[src/design/phased_periodic_task_scheduler_macros.svh]
// assertion helpers, clocked on i_clk and held off while i_rst_n is low
`ifndef PHASED_PERIODIC_TASK_SCHEDULER_MACROS_SVH
`define PHASED_PERIODIC_TASK_SCHEDULER_MACROS_SVH

// antecedent implies consequent in the same cycle
`define PTS_ASSERT_NOW(label, ante, cons) \
    label: assert property (@(posedge i_clk) disable iff (!i_rst_n) (ante) |-> (cons)) \
        else $error("scheduler check failed");

// antecedent implies consequent in the next cycle
`define PTS_ASSERT_NEXT(label, ante, cons) \
    label: assert property (@(posedge i_clk) disable iff (!i_rst_n) (ante) |=> (cons)) \
        else $error("scheduler check failed");

`endif

[src/design/pts_pkg.sv]
package pts_pkg;

    localparam int SLOTS     = 4;
    localparam int MAX_SLOTS = 4;
    localparam int SLOT_W    = 2;
    localparam int CNT_W     = 16;
    localparam int ENTRY_W   = 2 * CNT_W;
    localparam int TABLE_W   = 64;
    localparam int PADDR_W   = 5;
    localparam int PDATA_W   = 64;

    localparam logic [1:0] REG_ENABLE = 2'd0;
    localparam logic [1:0] REG_PERIOD = 2'd1;
    localparam logic [1:0] REG_PHASE  = 2'd2;

    typedef enum logic [1:0] {
        S_IDLE,
        S_SWEEP,
        S_RUN,
        S_FLUSH
    } t_state;

    typedef struct packed {
        logic [MAX_SLOTS-1:0] mask;
        logic [TABLE_W-1:0]   period;
        logic [TABLE_W-1:0]   phase;
        logic                 phase_wr;
    } t_cfg;

endpackage

[src/design/pts_if.sv]
interface pts_in_if
    import pts_pkg::*;
();
    logic valid;
    logic ready;
    logic new_tick;

    modport source (output valid, output new_tick, input ready);
    modport sink (input valid, input new_tick, output ready);
endinterface

interface pts_out_if
    import pts_pkg::*;
();
    logic              valid;
    logic              ready;
    logic [SLOT_W-1:0] fired_slot;
    logic              last_fire;

    modport source (output valid, output fired_slot, output last_fire, input ready);
    modport sink (input valid, input fired_slot, input last_fire, output ready);
endinterface

[src/design/pts_ram.sv]
module pts_ram #(
    parameter int WIDTH = 32,
    parameter int DEPTH = 4
) (
    input  logic                     i_clk,
    input  logic                     i_we,
    input  logic [$clog2(DEPTH)-1:0] i_waddr,
    input  logic [WIDTH-1:0]         i_wdata,
    input  logic [$clog2(DEPTH)-1:0] i_raddr,
    output logic [WIDTH-1:0]         o_rdata
);

    logic [WIDTH-1:0] r_mem [DEPTH];
    logic [WIDTH-1:0] r_rdata;

    always_ff @(posedge i_clk) begin
        if (i_we) begin
            r_mem[i_waddr] <= i_wdata;
        end
        r_rdata <= r_mem[i_raddr];
    end

    assign o_rdata = r_rdata;

endmodule

[src/design/pts_regs.sv]
module pts_regs
    import pts_pkg::*;
(
    input  logic               i_clk,
    input  logic               i_rst_n,
    input  logic               psel,
    input  logic               penable,
    input  logic               pwrite,
    input  logic [PADDR_W-1:0] paddr,
    input  logic [PDATA_W-1:0] pwdata,
    output logic [PDATA_W-1:0] prdata,
    output logic               pready,
    output t_cfg               o_cfg
);

    logic [MAX_SLOTS-1:0] r_mask;
    logic [TABLE_W-1:0]   r_period;
    logic [TABLE_W-1:0]   r_phase;
    logic                 wr;
    logic [1:0]           idx;

    assign pready = 1'b1;
    assign wr     = psel && penable && pwrite;
    assign idx    = paddr[PADDR_W-1:PADDR_W-2];

    always_ff @(posedge i_clk) begin
        if (!i_rst_n) begin
            r_mask   <= '0;
            r_period <= '0;
            r_phase  <= '0;
        end else if (wr) begin
            case (idx)
                REG_ENABLE: r_mask   <= pwdata[MAX_SLOTS-1:0];
                REG_PERIOD: r_period <= pwdata[TABLE_W-1:0];
                REG_PHASE:  r_phase  <= pwdata[TABLE_W-1:0];
                default: ;
            endcase
        end
    end

    always_comb begin
        case (idx)
            REG_ENABLE: prdata = PDATA_W'(r_mask);
            REG_PERIOD: prdata = PDATA_W'(r_period);
            REG_PHASE:  prdata = PDATA_W'(r_phase);
            default:    prdata = '0;
        endcase
    end

    assign o_cfg.mask     = r_mask;
    assign o_cfg.period   = r_period;
    assign o_cfg.phase    = r_phase;
    assign o_cfg.phase_wr = wr && (idx == REG_PHASE);

endmodule

[src/design/pts_engine.sv]
module pts_engine
    import pts_pkg::*;
(
    input  logic    i_clk,
    input  logic    i_rst_n,
    input  t_cfg    i_cfg,
    pts_in_if.sink  i_req,
    pts_out_if.source o_fire
);

    `include "phased_periodic_task_scheduler_macros.svh"

    t_state            r_state, n_state;
    logic [SLOT_W-1:0] r_slot, n_slot;
    logic              r_pend_valid, n_pend_valid;
    logic [SLOT_W-1:0] r_pend_slot, n_pend_slot;
    logic              r_out_valid, n_out_valid;
    logic [SLOT_W-1:0] r_out_slot, n_out_slot;
    logic              r_out_last, n_out_last;

    logic               ram_we;
    logic [SLOT_W-1:0]  ram_waddr;
    logic [ENTRY_W-1:0] ram_wdata;
    logic [SLOT_W-1:0]  ram_raddr;
    logic [ENTRY_W-1:0] ram_rdata;

    logic               slot_en;
    logic [CNT_W-1:0]   cd;
    logic [CNT_W-1:0]   cnt;
    logic [CNT_W-1:0]   per;
    logic [CNT_W:0]     cnt_inc;
    logic               fire;
    logic               out_free;
    logic               stall;

    pts_ram #(
        .WIDTH (ENTRY_W),
        .DEPTH (MAX_SLOTS)
    ) u_ram (
        .i_clk   (i_clk),
        .i_we    (ram_we),
        .i_waddr (ram_waddr),
        .i_wdata (ram_wdata),
        .i_raddr (ram_raddr),
        .o_rdata (ram_rdata)
    );

    assign slot_en  = i_cfg.mask[r_slot];
    assign cd       = ram_rdata[ENTRY_W-1:CNT_W];
    assign cnt      = ram_rdata[CNT_W-1:0];
    assign per      = i_cfg.period[{r_slot, 4'd0} +: CNT_W];
    assign cnt_inc  = {1'b0, cnt} + (CNT_W+1)'(1);
    assign fire     = (r_state == S_RUN) && slot_en && (cd == '0) && (cnt_inc >= {1'b0, per});
    assign out_free = !r_out_valid || o_fire.ready;
    assign stall    = fire && r_pend_valid && !out_free;

    assign i_req.ready       = (r_state == S_IDLE);
    assign o_fire.valid      = r_out_valid;
    assign o_fire.fired_slot = r_out_slot;
    assign o_fire.last_fire  = r_out_last;

    always_ff @(posedge i_clk) begin
        if (!i_rst_n) begin
            r_state      <= S_SWEEP;
            r_slot       <= '0;
            r_pend_valid <= 1'b0;
            r_out_valid  <= 1'b0;
        end else begin
            r_state      <= n_state;
            r_slot       <= n_slot;
            r_pend_valid <= n_pend_valid;
            r_out_valid  <= n_out_valid;
        end
        r_pend_slot <= n_pend_slot;
        r_out_slot  <= n_out_slot;
        r_out_last  <= n_out_last;
    end

    always_comb begin
        n_state      = r_state;
        n_slot       = r_slot;
        n_pend_valid = r_pend_valid;
        n_pend_slot  = r_pend_slot;
        n_out_valid  = r_out_valid && !o_fire.ready;
        n_out_slot   = r_out_slot;
        n_out_last   = r_out_last;
        ram_we       = 1'b0;
        ram_waddr    = r_slot;
        ram_wdata    = '0;
        ram_raddr    = '0;

        case (r_state)
            S_IDLE: begin
                if (i_req.valid && i_req.new_tick) begin
                    n_state = S_RUN;
                    n_slot  = '0;
                end
            end
            S_SWEEP: begin
                ram_we    = 1'b1;
                ram_wdata = {i_cfg.phase[{r_slot, 4'd0} +: CNT_W], CNT_W'(0)};
                n_slot    = r_slot + SLOT_W'(1);
                if (r_slot == SLOT_W'(MAX_SLOTS - 1)) begin
                    n_state = S_IDLE;
                end
            end
            S_RUN: begin
                if (stall) begin
                    ram_raddr = r_slot;
                end else begin
                    ram_raddr = r_slot + SLOT_W'(1);
                    ram_we    = slot_en;
                    if (cd != '0) begin
                        ram_wdata = {cd - CNT_W'(1), cnt};
                    end else if (fire) begin
                        ram_wdata = {cd, CNT_W'(0)};
                    end else begin
                        ram_wdata = {cd, cnt_inc[CNT_W-1:0]};
                    end
                    if (fire) begin
                        if (r_pend_valid) begin
                            n_out_valid = 1'b1;
                            n_out_slot  = r_pend_slot;
                            n_out_last  = 1'b0;
                        end
                        n_pend_valid = 1'b1;
                        n_pend_slot  = r_slot;
                    end
                    if (r_slot == SLOT_W'(SLOTS - 1)) begin
                        n_state = S_FLUSH;
                    end else begin
                        n_slot = r_slot + SLOT_W'(1);
                    end
                end
            end
            S_FLUSH: begin
                if (!r_pend_valid) begin
                    n_state = S_IDLE;
                end else if (out_free) begin
                    n_out_valid  = 1'b1;
                    n_out_slot   = r_pend_slot;
                    n_out_last   = 1'b1;
                    n_pend_valid = 1'b0;
                    n_state      = S_IDLE;
                end
            end
            default: begin
                n_state = S_IDLE;
            end
        endcase

        // phase reload restarts the clearing pass
        if (i_cfg.phase_wr) begin
            n_state = S_SWEEP;
            n_slot  = '0;
        end
    end

    `PTS_ASSERT_NOW(a_stall_only_run, stall, r_state == S_RUN)
    `PTS_ASSERT_NOW(a_write_enabled, (r_state == S_RUN) && ram_we, slot_en && !stall)
    `PTS_ASSERT_NEXT(a_fire_pends, fire && !stall && !i_cfg.phase_wr,
        r_pend_valid && (r_pend_slot == $past(r_slot)))
    `PTS_ASSERT_NEXT(a_flush_drains, (r_state == S_FLUSH) && (n_state == S_IDLE),
        !r_pend_valid)
    `PTS_ASSERT_NEXT(a_phase_sweep, i_cfg.phase_wr, (r_state == S_SWEEP) && (r_slot == '0))

endmodule

[src/design/phased_periodic_task_scheduler.sv]
// phased periodic task scheduler
// i_req carries one scheduler pass per request; new_tick says a tick has come
// since the previous pass. o_fire carries one request per slot whose period ran
// out on that tick, in slot order, with last_fire set on the final one.
// configuration goes over the apb port: enable mask at 0x00, period table at
// 0x08, phase table at 0x10, 64-bit data, pready tied high.
// a pass without a tick gives nothing. in a pass with a tick the per-slot
// countdown and counter sit in one single-port-write state memory, visited
// one slot per cycle while no stall holds the scan, with the read of the next
// slot issued ahead; then a flush state drains the held last result.
// each fire request waits in a pending register before the output register.
// results go through an output register, so the next pass can start while the
// last result still waits; a stalled receiver holds the scan only when a second
// fire needs the output register.
// after reset, and after every phase table write, a clearing pass loads the
// state memory (countdowns from the phase table, counters zero) while
// i_req.ready is low; configuration writes are still taken.
module phased_periodic_task_scheduler
    import pts_pkg::*;
(
    input  logic               i_clk,
    input  logic               i_rst_n,
    pts_in_if.sink             i_req,
    pts_out_if.source          o_fire,
    input  logic               psel,
    input  logic               penable,
    input  logic               pwrite,
    input  logic [PADDR_W-1:0] paddr,
    input  logic [PDATA_W-1:0] pwdata,
    output logic [PDATA_W-1:0] prdata,
    output logic               pready
);

    t_cfg cfg;

    pts_regs u_regs (
        .i_clk   (i_clk),
        .i_rst_n (i_rst_n),
        .psel    (psel),
        .penable (penable),
        .pwrite  (pwrite),
        .paddr   (paddr),
        .pwdata  (pwdata),
        .prdata  (prdata),
        .pready  (pready),
        .o_cfg   (cfg)
    );

    pts_engine u_engine (
        .i_clk   (i_clk),
        .i_rst_n (i_rst_n),
        .i_cfg   (cfg),
        .i_req   (i_req),
        .o_fire  (o_fire)
    );

endmodule
[src/flat_wrapper.sv]
// flat-port wrapper written by rule: the top's interface ports become plain ports
module phased_periodic_task_scheduler_flat import pts_pkg::*;
  (i_clk, i_rst_n, psel, penable, pwrite, paddr, pwdata, prdata, pready, i_req_valid, i_req_new_tick, i_req_ready, o_fire_valid, o_fire_fired_slot, o_fire_last_fire, o_fire_ready);
  pts_in_if i_req_i ();
  pts_out_if o_fire_i ();
  input  logic i_clk;
  input  logic i_rst_n;
  input  logic psel;
  input  logic penable;
  input  logic pwrite;
  input  logic [PADDR_W-1:0] paddr;
  input  logic [PDATA_W-1:0] pwdata;
  output logic [PDATA_W-1:0] prdata;
  output logic pready;
  input wire logic [$bits(i_req_i.valid)-1:0] i_req_valid;
  input wire logic [$bits(i_req_i.new_tick)-1:0] i_req_new_tick;
  output wire logic [$bits(i_req_i.ready)-1:0] i_req_ready;
  output wire logic [$bits(o_fire_i.valid)-1:0] o_fire_valid;
  output wire logic [$bits(o_fire_i.fired_slot)-1:0] o_fire_fired_slot;
  output wire logic [$bits(o_fire_i.last_fire)-1:0] o_fire_last_fire;
  input wire logic [$bits(o_fire_i.ready)-1:0] o_fire_ready;
  assign i_req_i.valid = i_req_valid;
  assign i_req_i.new_tick = i_req_new_tick;
  assign i_req_ready = i_req_i.ready;
  assign o_fire_valid = o_fire_i.valid;
  assign o_fire_fired_slot = o_fire_i.fired_slot;
  assign o_fire_last_fire = o_fire_i.last_fire;
  assign o_fire_i.ready = o_fire_ready;
  phased_periodic_task_scheduler u_core (.i_clk(i_clk), .i_rst_n(i_rst_n), .i_req(i_req_i), .o_fire(o_fire_i), .psel(psel), .penable(penable), .pwrite(pwrite), .paddr(paddr), .pwdata(pwdata), .prdata(prdata), .pready(pready));
endmodule
[config.mk]
export PLATFORM = sky130hd
export DESIGN_NAME = phased_periodic_task_scheduler_flat
export DESIGN_NICKNAME = d
export VERILOG_FILES = /design/src/design/pts_pkg.sv /design/src/design/pts_if.sv /design/src/design/pts_ram.sv /design/src/design/pts_regs.sv /design/src/design/pts_engine.sv /design/src/design/phased_periodic_task_scheduler.sv /design/src/flat_wrapper.sv
export VERILOG_INCLUDE_DIRS = /design/src /design/src/design
export SDC_FILE = /design/constraint.sdc
export NUM_CORES = 1
export LEC_CHECK = 0
export BUFFER_PORTS_ARGS = -buffer_cell sky130_fd_sc_hd__buf_2
export CORE_AREA = 2 2 163 165
export CTS_CLUSTER_SIZE = 28
export DETAILED_ROUTE_END_ITERATION = 10
export DIE_AREA = 0 0 165 167
export PLACE_DENSITY = 0.78
export SETUP_SLACK_MARGIN = 0.05
export SYNTH_ARGS = -nofsm -noshare
export SYNTH_HDL_FRONTEND = slang
export SYNTH_SLANG_ARGS = --single-unit
[constraint.sdc]
create_clock -name i_clk -period 6.6 [get_ports i_clk]
set_input_delay 0.66 -clock i_clk [delete_from_list [all_inputs] [get_ports i_clk]]
set_output_delay 0.66 -clock i_clk [all_outputs]
set_load 0.005 [all_outputs]
==> results.json, run 1 <==
{
  "outcome": "completed",
  "syn_area_per_cell_um2": 10.9,
  "worstPathArrival_ns": 5.46,
  "cts_tree": "done",
  "regToRegStartpoint": "u_core.u_engine.u_ram.o_rdata[0]",
  "worst_slack_ns": 1.40,
  "end_kind": "flop",
  "clk_latency_ns": 0.56,
  "rsz0062_at_grt": "no",
  "drive_gt1_frac": 0.185,
  "grt_pass1_vias": 9767,
  "skew_ns": 0.0122,
  "ctsHtreeMaxLevel": 1,
  "cts_made_buffers": 30,
  "ir_worst_vdd_mv": 0.210,
  "swShare": 0.302,
  "io_pins": 147,
  "setup_tns_ns": 0,
  "worstHoldEndpoint": "u_core.u_regs.r_phase[40]",
  "drc": 0,
  "p_leak_nw": 5.59,
  "seqPwrFrac": 0.462,
  "maxCapViolations": 0,
  "max_freq_mhz": 192,
  "r2r_cells": 16,
  "ys_types": 48,
  "relSlewSlack": 0.222,
  "num-fill-cells": 2023,
  "synth_top_area_share": 0.286,
  "grt_max_degree": 138,
  "overflow": 0,
  "fin_area_mm2": 0.0160,
  "rows": 59,
  "holdCritPathClass": "input port to flop",
  "period_needed_ns": 5.20,
  "synthToLayoutAreaGrowth_pct": 14.5,
  "synth_top_area_cell": "edfxtp_1",
  "path_class": "flop to flop",
  "firstDrtPassIters": 5,
  "slew_viol_final": 0,
  "power.internal_mw": 3.97,
  "postCtsHoldBufs": 0,
  "post_cts_resized": 0,
  "clkTransAtPathRegs_ns": 0.07,
  "ant_nets": 0,
  "yosysMostFrequentCell": "nand2_1",
  "finalWirelength_mm": 34.1,
  "synth_flop_cell": "dfxtp_1",
  "routedWlPerCell_um": 19.5,
  "async_flop_share": 0,
  "final_nets": 1490,
  "synth_top_cells_by_area": "edfxtp_1 29%, dfxtp_1 24%, mux2i_1 7.8%",
  "routabilityCongestion": 0.804,
  "ys_ff_latch": 303,
  "grt_pass1_wl_mm": 53.6,
  "r2r-end": "u_core.u_engine.u_ram.r_mem[0][28]",
  "worstHoldStart": "pwdata[40]",
  "cts.path.max_buffers": 3,
  "die_y_um": 167,
  "vias": 10100,
  "switchingPower_mw": 1.72,
  "setup_viol": 0,
  "pre_cts_slack_ns": 1.51,
  "hold_depth": 3,
  "synth_edf_count": 133,
  "die_w_um": 165,
  "cts-root-buf": "clkbuf_16",
  "hold_viol": 0,
  "dpl.hpwl_mm": 22.3,
  "clockPowerShare": 0.320,
  "portBuffers": 142,
  "tightest_slew_ns": 1.17,
  "crit_required_ns": 6.86,
  "synth_common_cells": "286 x nand2_1, 170 x dfxtp_1, 133 x edfxtp_1, 130 x a21boi_0, 109 x mux2i_1",
  "core_area_mm2": 0.0258,
  "path_max_fanout": 28,
  "layout_worst_path_cycle_share": 0.788,
  "grt_usage": 0.248,
  "cp-start-kind": "flop",
  "comb_power_share": 0.218,
  "post_dp_cell_area_mm2": 0.0150,
  "postCtsSetupRepairBufs": 0,
  "power_density_mw_per_mm2": 355,
  "clock-sinks": 303,
  "drtIter0Drc": 823,
  "ys_seq_area_frac": 0.529,
  "antenna_found_initial": 2,
  "start_util": 0.543,
  "netlist_instances": 1283,
  "viasPerCell": 5.81,
  "r2r_setup_slack_ns": 1.40,
  "die-area_mm2": 0.0276,
  "syn_area_mm2": 0.0140,
  "yosysWarnings": 0,
  "syn-num-nets": 1387
}
-- critical path: stages, from the launching register on --
cell	delay, ns
dfxtp_1	0.41
ha_1	0.24
nand3_1	0.21
nor3_1	0.46
and3_1	0.31
nand3_1	0.11
xnor2_1	0.15
ha_1	0.30
nand3_1	0.11
a2111o_1	0.40
o211ai_1	0.54
nand3_1	0.23
nand3_1	0.15
buf_4	0.28
a2bb2oi_1	0.48
nor2b_2	0.18
buf_4	0.32
-- through the flow --
step,power [mW],hold slack [ns],util,instances
4_1_cts,5.71,0.354,0.622,1745
6_report,5.69,0.363,0.622,1746
3_5_place_dp,3.89,0.408,0.580,1689
3_3_place_gp,3.85,0.418,0.580,1689
5_1_grt,5.95,0.361,0.622,1746
2_1_floorplan,3.50,0.400,-,1283
-- per-layer routing --
layer | GRT usage | wire length, µm | up-vias
met4 | 0.0677 | 750 | 2
met2 | 0.383 | 15700 | 417
met1 | 0.362 | 14800 | 4883
met5 | 0 | 12 | -
li1 | - | - | 4779
met3 | 0.0428 | 2830 | 58
-- state kept, by name, summed over array words and instances, names as in the netlist --
| signal | count |
|---|---|
| u_core.u_engine.u_ram.r_mem | 128 |
| u_core.u_engine.r_pend_slot | 2 |
| u_core.u_regs.r_phase | 64 |
| u_core.u_engine.o_fire.valid | 1 |
| u_core.u_engine.r_pend_valid | 1 |
| u_core.u_regs.r_period | 64 |
| u_core.u_engine.r_state | 2 |
| u_core.u_engine.o_fire.fired_slot | 2 |
| u_core.u_engine.u_ram.o_rdata | 32 |
| u_core.u_engine.o_fire.last_fire | 1 |
| u_core.u_regs.r_mask | 4 |
| u_core.u_engine.r_slot | 2 |
-- final cells by class --
type | instances | area, µm² | area share
Multi-Input combinational cell | 864 | 6150 | 0.384
Inverter | 24 | 90.1 | 0.00562
Antenna cell | 1 | 2.50 | 0.000156
Clock buffer | 39 | 847 | 0.0529
Tap cell | 335 | 419 | 0.0262
Clock inverter | 17 | 216 | 0.0135
Timing Repair Buffer | 163 | 893 | 0.0558
Sequential cell | 303 | 7400 | 0.462
-- worst max-delay path by stage --
stage	startpoint	endpoint	slack, ns
6_report	u_core.u_engine.u_ram.o_rdata[0]	u_core.u_engine.u_ram.r_mem[0][28]	1.40
2_1_floorplan	u_core.u_engine.r_slot[0]	u_core.u_engine.u_ram.r_mem[0][0]	1.53
4_1_cts	u_core.u_engine.u_ram.o_rdata[0]	u_core.u_engine.u_ram.r_mem[1][25]	1.48
5_1_grt	u_core.u_engine.u_ram.o_rdata[0]	u_core.u_engine.u_ram.r_mem[1][27]	1.11
3_3_place_gp	u_core.u_engine.u_ram.o_rdata[0]	u_core.u_engine.u_ram.r_mem[0][24]	1.60
3_5_place_dp	u_core.u_engine.u_ram.o_rdata[0]	u_core.u_engine.u_ram.r_mem[1][24]	1.51
-- cell usage in the layout, fill, tap and decap left out, drive strengths merged, types with 27 or more instances in the layout --
master | Yosys | routed
nand3 | 36 | 36
nor2 | 31 | 31
a22o | 60 | 60
ha | 27 | 27
a21boi | 131 | 131
mux2i | 109 | 109
buf | 26 | 163
xor2 | 27 | 27
mux4 | 32 | 32
edfxtp | 133 | 133
clkbuf | 66 | 39
nand2 | 286 | 286
dfxtp | 170 | 170
-- cell families after synthesis --
logic type / count (synthesis) / share of synthesized area
xor gates and xnor gates: 41 / 0.0257
buffers and inverters: 116 / 0.0355
DFF: 303 / 0.529
other: 1 / 0.000268
AOI/OAI and AO/OA: 240 / 0.128
adders and majority gates: 27 / 0.0242
muxes: 142 / 0.130
and+or+nand+nor: 413 / 0.127
-- power by group through the flow --
stage	Sequential, mW	Clock [mW]	Combinational (mW)
CTS	2.62	1.84	1.24
global route	2.67	1.92	1.36
detailed placement	2.65	0	1.23
global placement	2.64	0	1.20
finish	2.63	1.82	1.24
floorplan	2.52	0	0.977
No activity file was read; power rests on OpenSTA's default activity.
==> run 2: changes to the inputs <==
--- a/config.mk
+++ b/config.mk
@@ -6,12 +6,13 @@
 export SDC_FILE = /design/constraint.sdc
 export NUM_CORES = 1
 export LEC_CHECK = 0
+export ABC_AREA = 1
 export BUFFER_PORTS_ARGS = -buffer_cell sky130_fd_sc_hd__buf_2
-export CORE_AREA = 2 2 163 165
+export CORE_AREA = 2 2 168 170
 export CTS_CLUSTER_SIZE = 28
 export DETAILED_ROUTE_END_ITERATION = 10
-export DIE_AREA = 0 0 165 167
-export PLACE_DENSITY = 0.78
+export DIE_AREA = 0 0 170 172
+export PLACE_DENSITY = 0.8
 export SETUP_SLACK_MARGIN = 0.05
 export SYNTH_ARGS = -nofsm -noshare
 export SYNTH_HDL_FRONTEND = slang
==> constraint.sdc (replaced) <==
create_clock -name i_clk -period 4.5 [get_ports i_clk]
set_input_delay 0.45 -clock i_clk [delete_from_list [all_inputs] [get_ports i_clk]]
set_output_delay 0.45 -clock i_clk [all_outputs]
set_load 0.005 [all_outputs]
==> run 2 against run 1 <==
Effect of this change:
- via count rose by 29%
- clock power rose by 30%
- combinational power rose by 110%
- sequential power rose by 46%
- design area rose by 3.8%
- clock-buffer cell count rose by 7
- largest cell class unchanged
==> results.json, run 2 <==
{
  "outcome": "completed",
  "pre_cts_slack_ns": 0.465,
  "ir_worst_vdd_mv": 0.280,
  "grt_usage": 0.290,
  "period_needed_ns": 4.12,
  "async_flop_share": 0,
  "drtIter0Drc": 1501,
  "hold_depth": 3,
  "cts_made_buffers": 31,
  "maxCapViolations": 0,
  "io_pins": 147,
  "comb_power_share": 0.292,
  "die-area_mm2": 0.0292,
  "end_kind": "flop",
  "worstHoldStart": "pwdata[12]",
  "synth_top_area_cell": "edfxtp_1",
  "cts-root-buf": "clkbuf_16",
  "finalWirelength_mm": 42.5,
  "ant_nets": 0,
  "core_area_mm2": 0.0275,
  "synth_common_cells": "264 x o21ai_0, 253 x inv_1, 251 x nand2_1, 214 x nor2_1, 170 x dfxtp_1",
  "most-common-layout-cells": "264 x o21ai_0, 252 x inv_1, 251 x nand2_1",
  "clk_latency_ns": 0.56,
  "seqPwrFrac": 0.438,
  "viasPerCell": 5.68,
  "postCtsHoldBufs": 0,
  "max_freq_mhz": 243,
  "yosysWarnings": 0,
  "worstPathArrival_ns": 4.33,
  "top_register": "u_core.u_engine.u_ram.r_mem",
  "num-fill-cells": 2326,
  "syn-num-nets": 1938,
  "clock-sinks": 303,
  "netlist_instances": 1834,
  "yosysMostFrequentCell": "o21ai_0",
  "synthToLayoutAreaGrowth_pct": 13.3,
  "worstHoldEndpoint": "u_core.u_regs.r_phase[12]",
  "overflow": 0,
  "r2r_cells": 22,
  "largest_reg_flops": 128,
  "skew_ns": 0.0127,
  "slew_viol_final": 0,
  "crit_required_ns": 4.71,
  "power_density_mw_per_mm2": 527,
  "reg_top3": "u_core.u_engine.u_ram.r_mem: 128 flops, u_core.u_regs.r_period: 64 flops, u_core.u_regs.r_phase: 64 flops",
  "start_util": 0.534,
  "grt_pass1_vias": 12300,
  "routedWlPerCell_um": 18.4,
  "grt_max_degree": 134,
  "post_cts_resized": 0,
  "synth_flop_cell": "dfxtp_1",
  "cts.path.max_buffers": 3,
  "regToRegStartpoint": "u_core.u_engine.u_ram.o_rdata[0]",
  "synth_top_area_share": 0.272,
  "multi_input_area_mm2": 0.00584,
  "synth_edf_count": 133,
  "firstDrtPassIters": 6,
  "final_common_cell": "o21ai_0",
  "worst_slack_ns": 0.379,
  "die_y_um": 172,
  "relSlewSlack": 0.264,
  "dpl.hpwl_mm": 29.0,
  "power.internal_mw": 5.70,
  "path_class": "flop to flop",
  "critPathLaunch": "u_core.u_engine.u_ram.o_rdata[0]",
  "holdCritPathClass": "input port to flop",
  "setup_viol": 0,
  "portBuffers": 142,
  "syn_area_per_cell_um2": 8.01,
  "r2r-end": "u_core.u_engine.u_ram.r_mem[3][1]",
  "die_w_um": 170,
  "routabilityCongestion": 1.04,
  "final-seq-area_mm2": 0.00740,
  "cts_tree": "done",
  "postCtsSetupRepairBufs": 0,
  "drive_gt1_frac": 0.141,
  "hold_viol": 0,
  "tightest_slew_ns": 1.10,
  "syn_area_mm2": 0.0147,
  "rsz0062_at_grt": "no",
  "setup_tns_ns": 0,
  "r2r_setup_slack_ns": 0.38,
  "n_antenna_cell": 0,
  "drc": 0,
  "synth_top_cells_by_area": "edfxtp_1 27%, dfxtp_1 23%, o21ai_0 9.0%",
  "clockPowerShare": 0.270,
  "vias": 13100,
  "final_nets": 2044,
  "path_max_fanout": 21,
  "ctsHtreeMaxLevel": 1,
  "ys_ff_latch": 303,
  "p_leak_nw": 7.23,
  "rows": 61,
  "switchingPower_mw": 3.06,
  "clkTransAtPathRegs_ns": 0.06,
  "grt_pass1_wl_mm": 66.1,
  "layout_worst_path_cycle_share": 0.916,
  "cp-start-kind": "flop",
  "ys_types": 47,
  "swShare": 0.350,
  "post-route-util": 0.605,
  "ys_seq_area_frac": 0.504,
  "antenna_found_initial": 0
}
==> run 2: changes by cell type after synthesis, moves of 13 or more <==
cell,delta
mux4_2,-32
o21ai_0,+240
nand2_1,-35
a22o_1,-58
inv_1,+229
nor2_1,+183
a21oi_1,+143
nand3_1,+103
nor2b_1,-16
o21bai_1,+13
a21boi_0,-126
mux2i_1,-109
==> run 2: layer usage <==
metal | up-vias | global-route usage | part of all wire
met4 | 0 | 0.126 | 0.042
met5 | - | 0 | 0
met2 | 709 | 0.473 | 0.46
li1 | 6216 | - | -
met3 | 102 | 0.0423 | 0.093
met1 | 6093 | 0.389 | 0.40
==> run 2: cell type report <==
cell class,count,area share
tap,346,0.0260
timing repair buffer,181,0.0643
clock inverter,11,0.00301
inverter,259,0.0585
clock buffer,46,0.0524
sequential,303,0.445
multi-input combinational,1164,0.351
==> run 2: kinds of logic after synthesis <==
family | after synthesis | synth area share
flops | 303 | 0.504
buf+inv | 367 | 0.103
other cells | 1 | 0.000255
simple gates | 662 | 0.197
xor+xnor | 19 | 0.0113
compound gates | 455 | 0.162
fa+ha+maj | 27 | 0.0230
==> run 2: worst max-delay path by stage <==
stage	cells after the start	end
6_report	22	u_core.u_engine.u_ram.r_mem[3][1]
3_3_place_gp	21	u_core.u_engine.u_ram.r_mem[3][9]
3_5_place_dp	22	u_core.u_engine.u_ram.r_mem[3][10]
5_1_grt	21	u_core.u_engine.u_ram.r_mem[0][5]
4_1_cts	22	u_core.u_engine.u_ram.r_mem[3][1]
2_1_floorplan	16	u_core.u_engine.u_ram.r_mem[0][0]
==> run 2: metrics by stage <==
step	total power, mW	instances	hold WS (ns)	instance area (µm²)
2_1_floorplan	5.51	1834	0.400	14700
3_3_place_gp	6.26	2253	0.406	15700
3_5_place_dp	6.37	2253	0.405	15700
4_1_cts	8.73	2310	0.118	16600
5_1_grt	9.22	2310	0.133	16600
6_report	8.76	2310	0.132	16600
==> run 2: worst max-delay path, cell delays in order (launching register included) <==
cell     delay, ns
dfxtp_1       0.49
nand2_1       0.12
nor2_1        0.13
nand2_1       0.09
nor2_1        0.15
nand2_1       0.11
inv_1         0.09
nand2_1       0.08
nor2_1        0.21
nand3_1       0.10
nand2_1       0.11
inv_1         0.05
ha_1          0.30
nand2_1       0.08
nor2_1        0.04
nand2_1       0.05
o21ai_0       0.12
a21oi_2       0.24
nand2_4       0.10
nand3_4       0.15
nand3_1       0.34
a21oi_4       0.23
buf_4         0.39
==> run 2: power groups by stage <==
stage          combinational [mW]  clock (mW)  sequential, mW
6_report                     2.55        2.37            3.84
5_1_grt                      2.84        2.49            3.88
4_1_cts                      2.52        2.38            3.83
3_5_place_dp                 2.49           0            3.88
3_3_place_gp                 2.40           0            3.86
2_1_floorplan                1.74           0            3.77
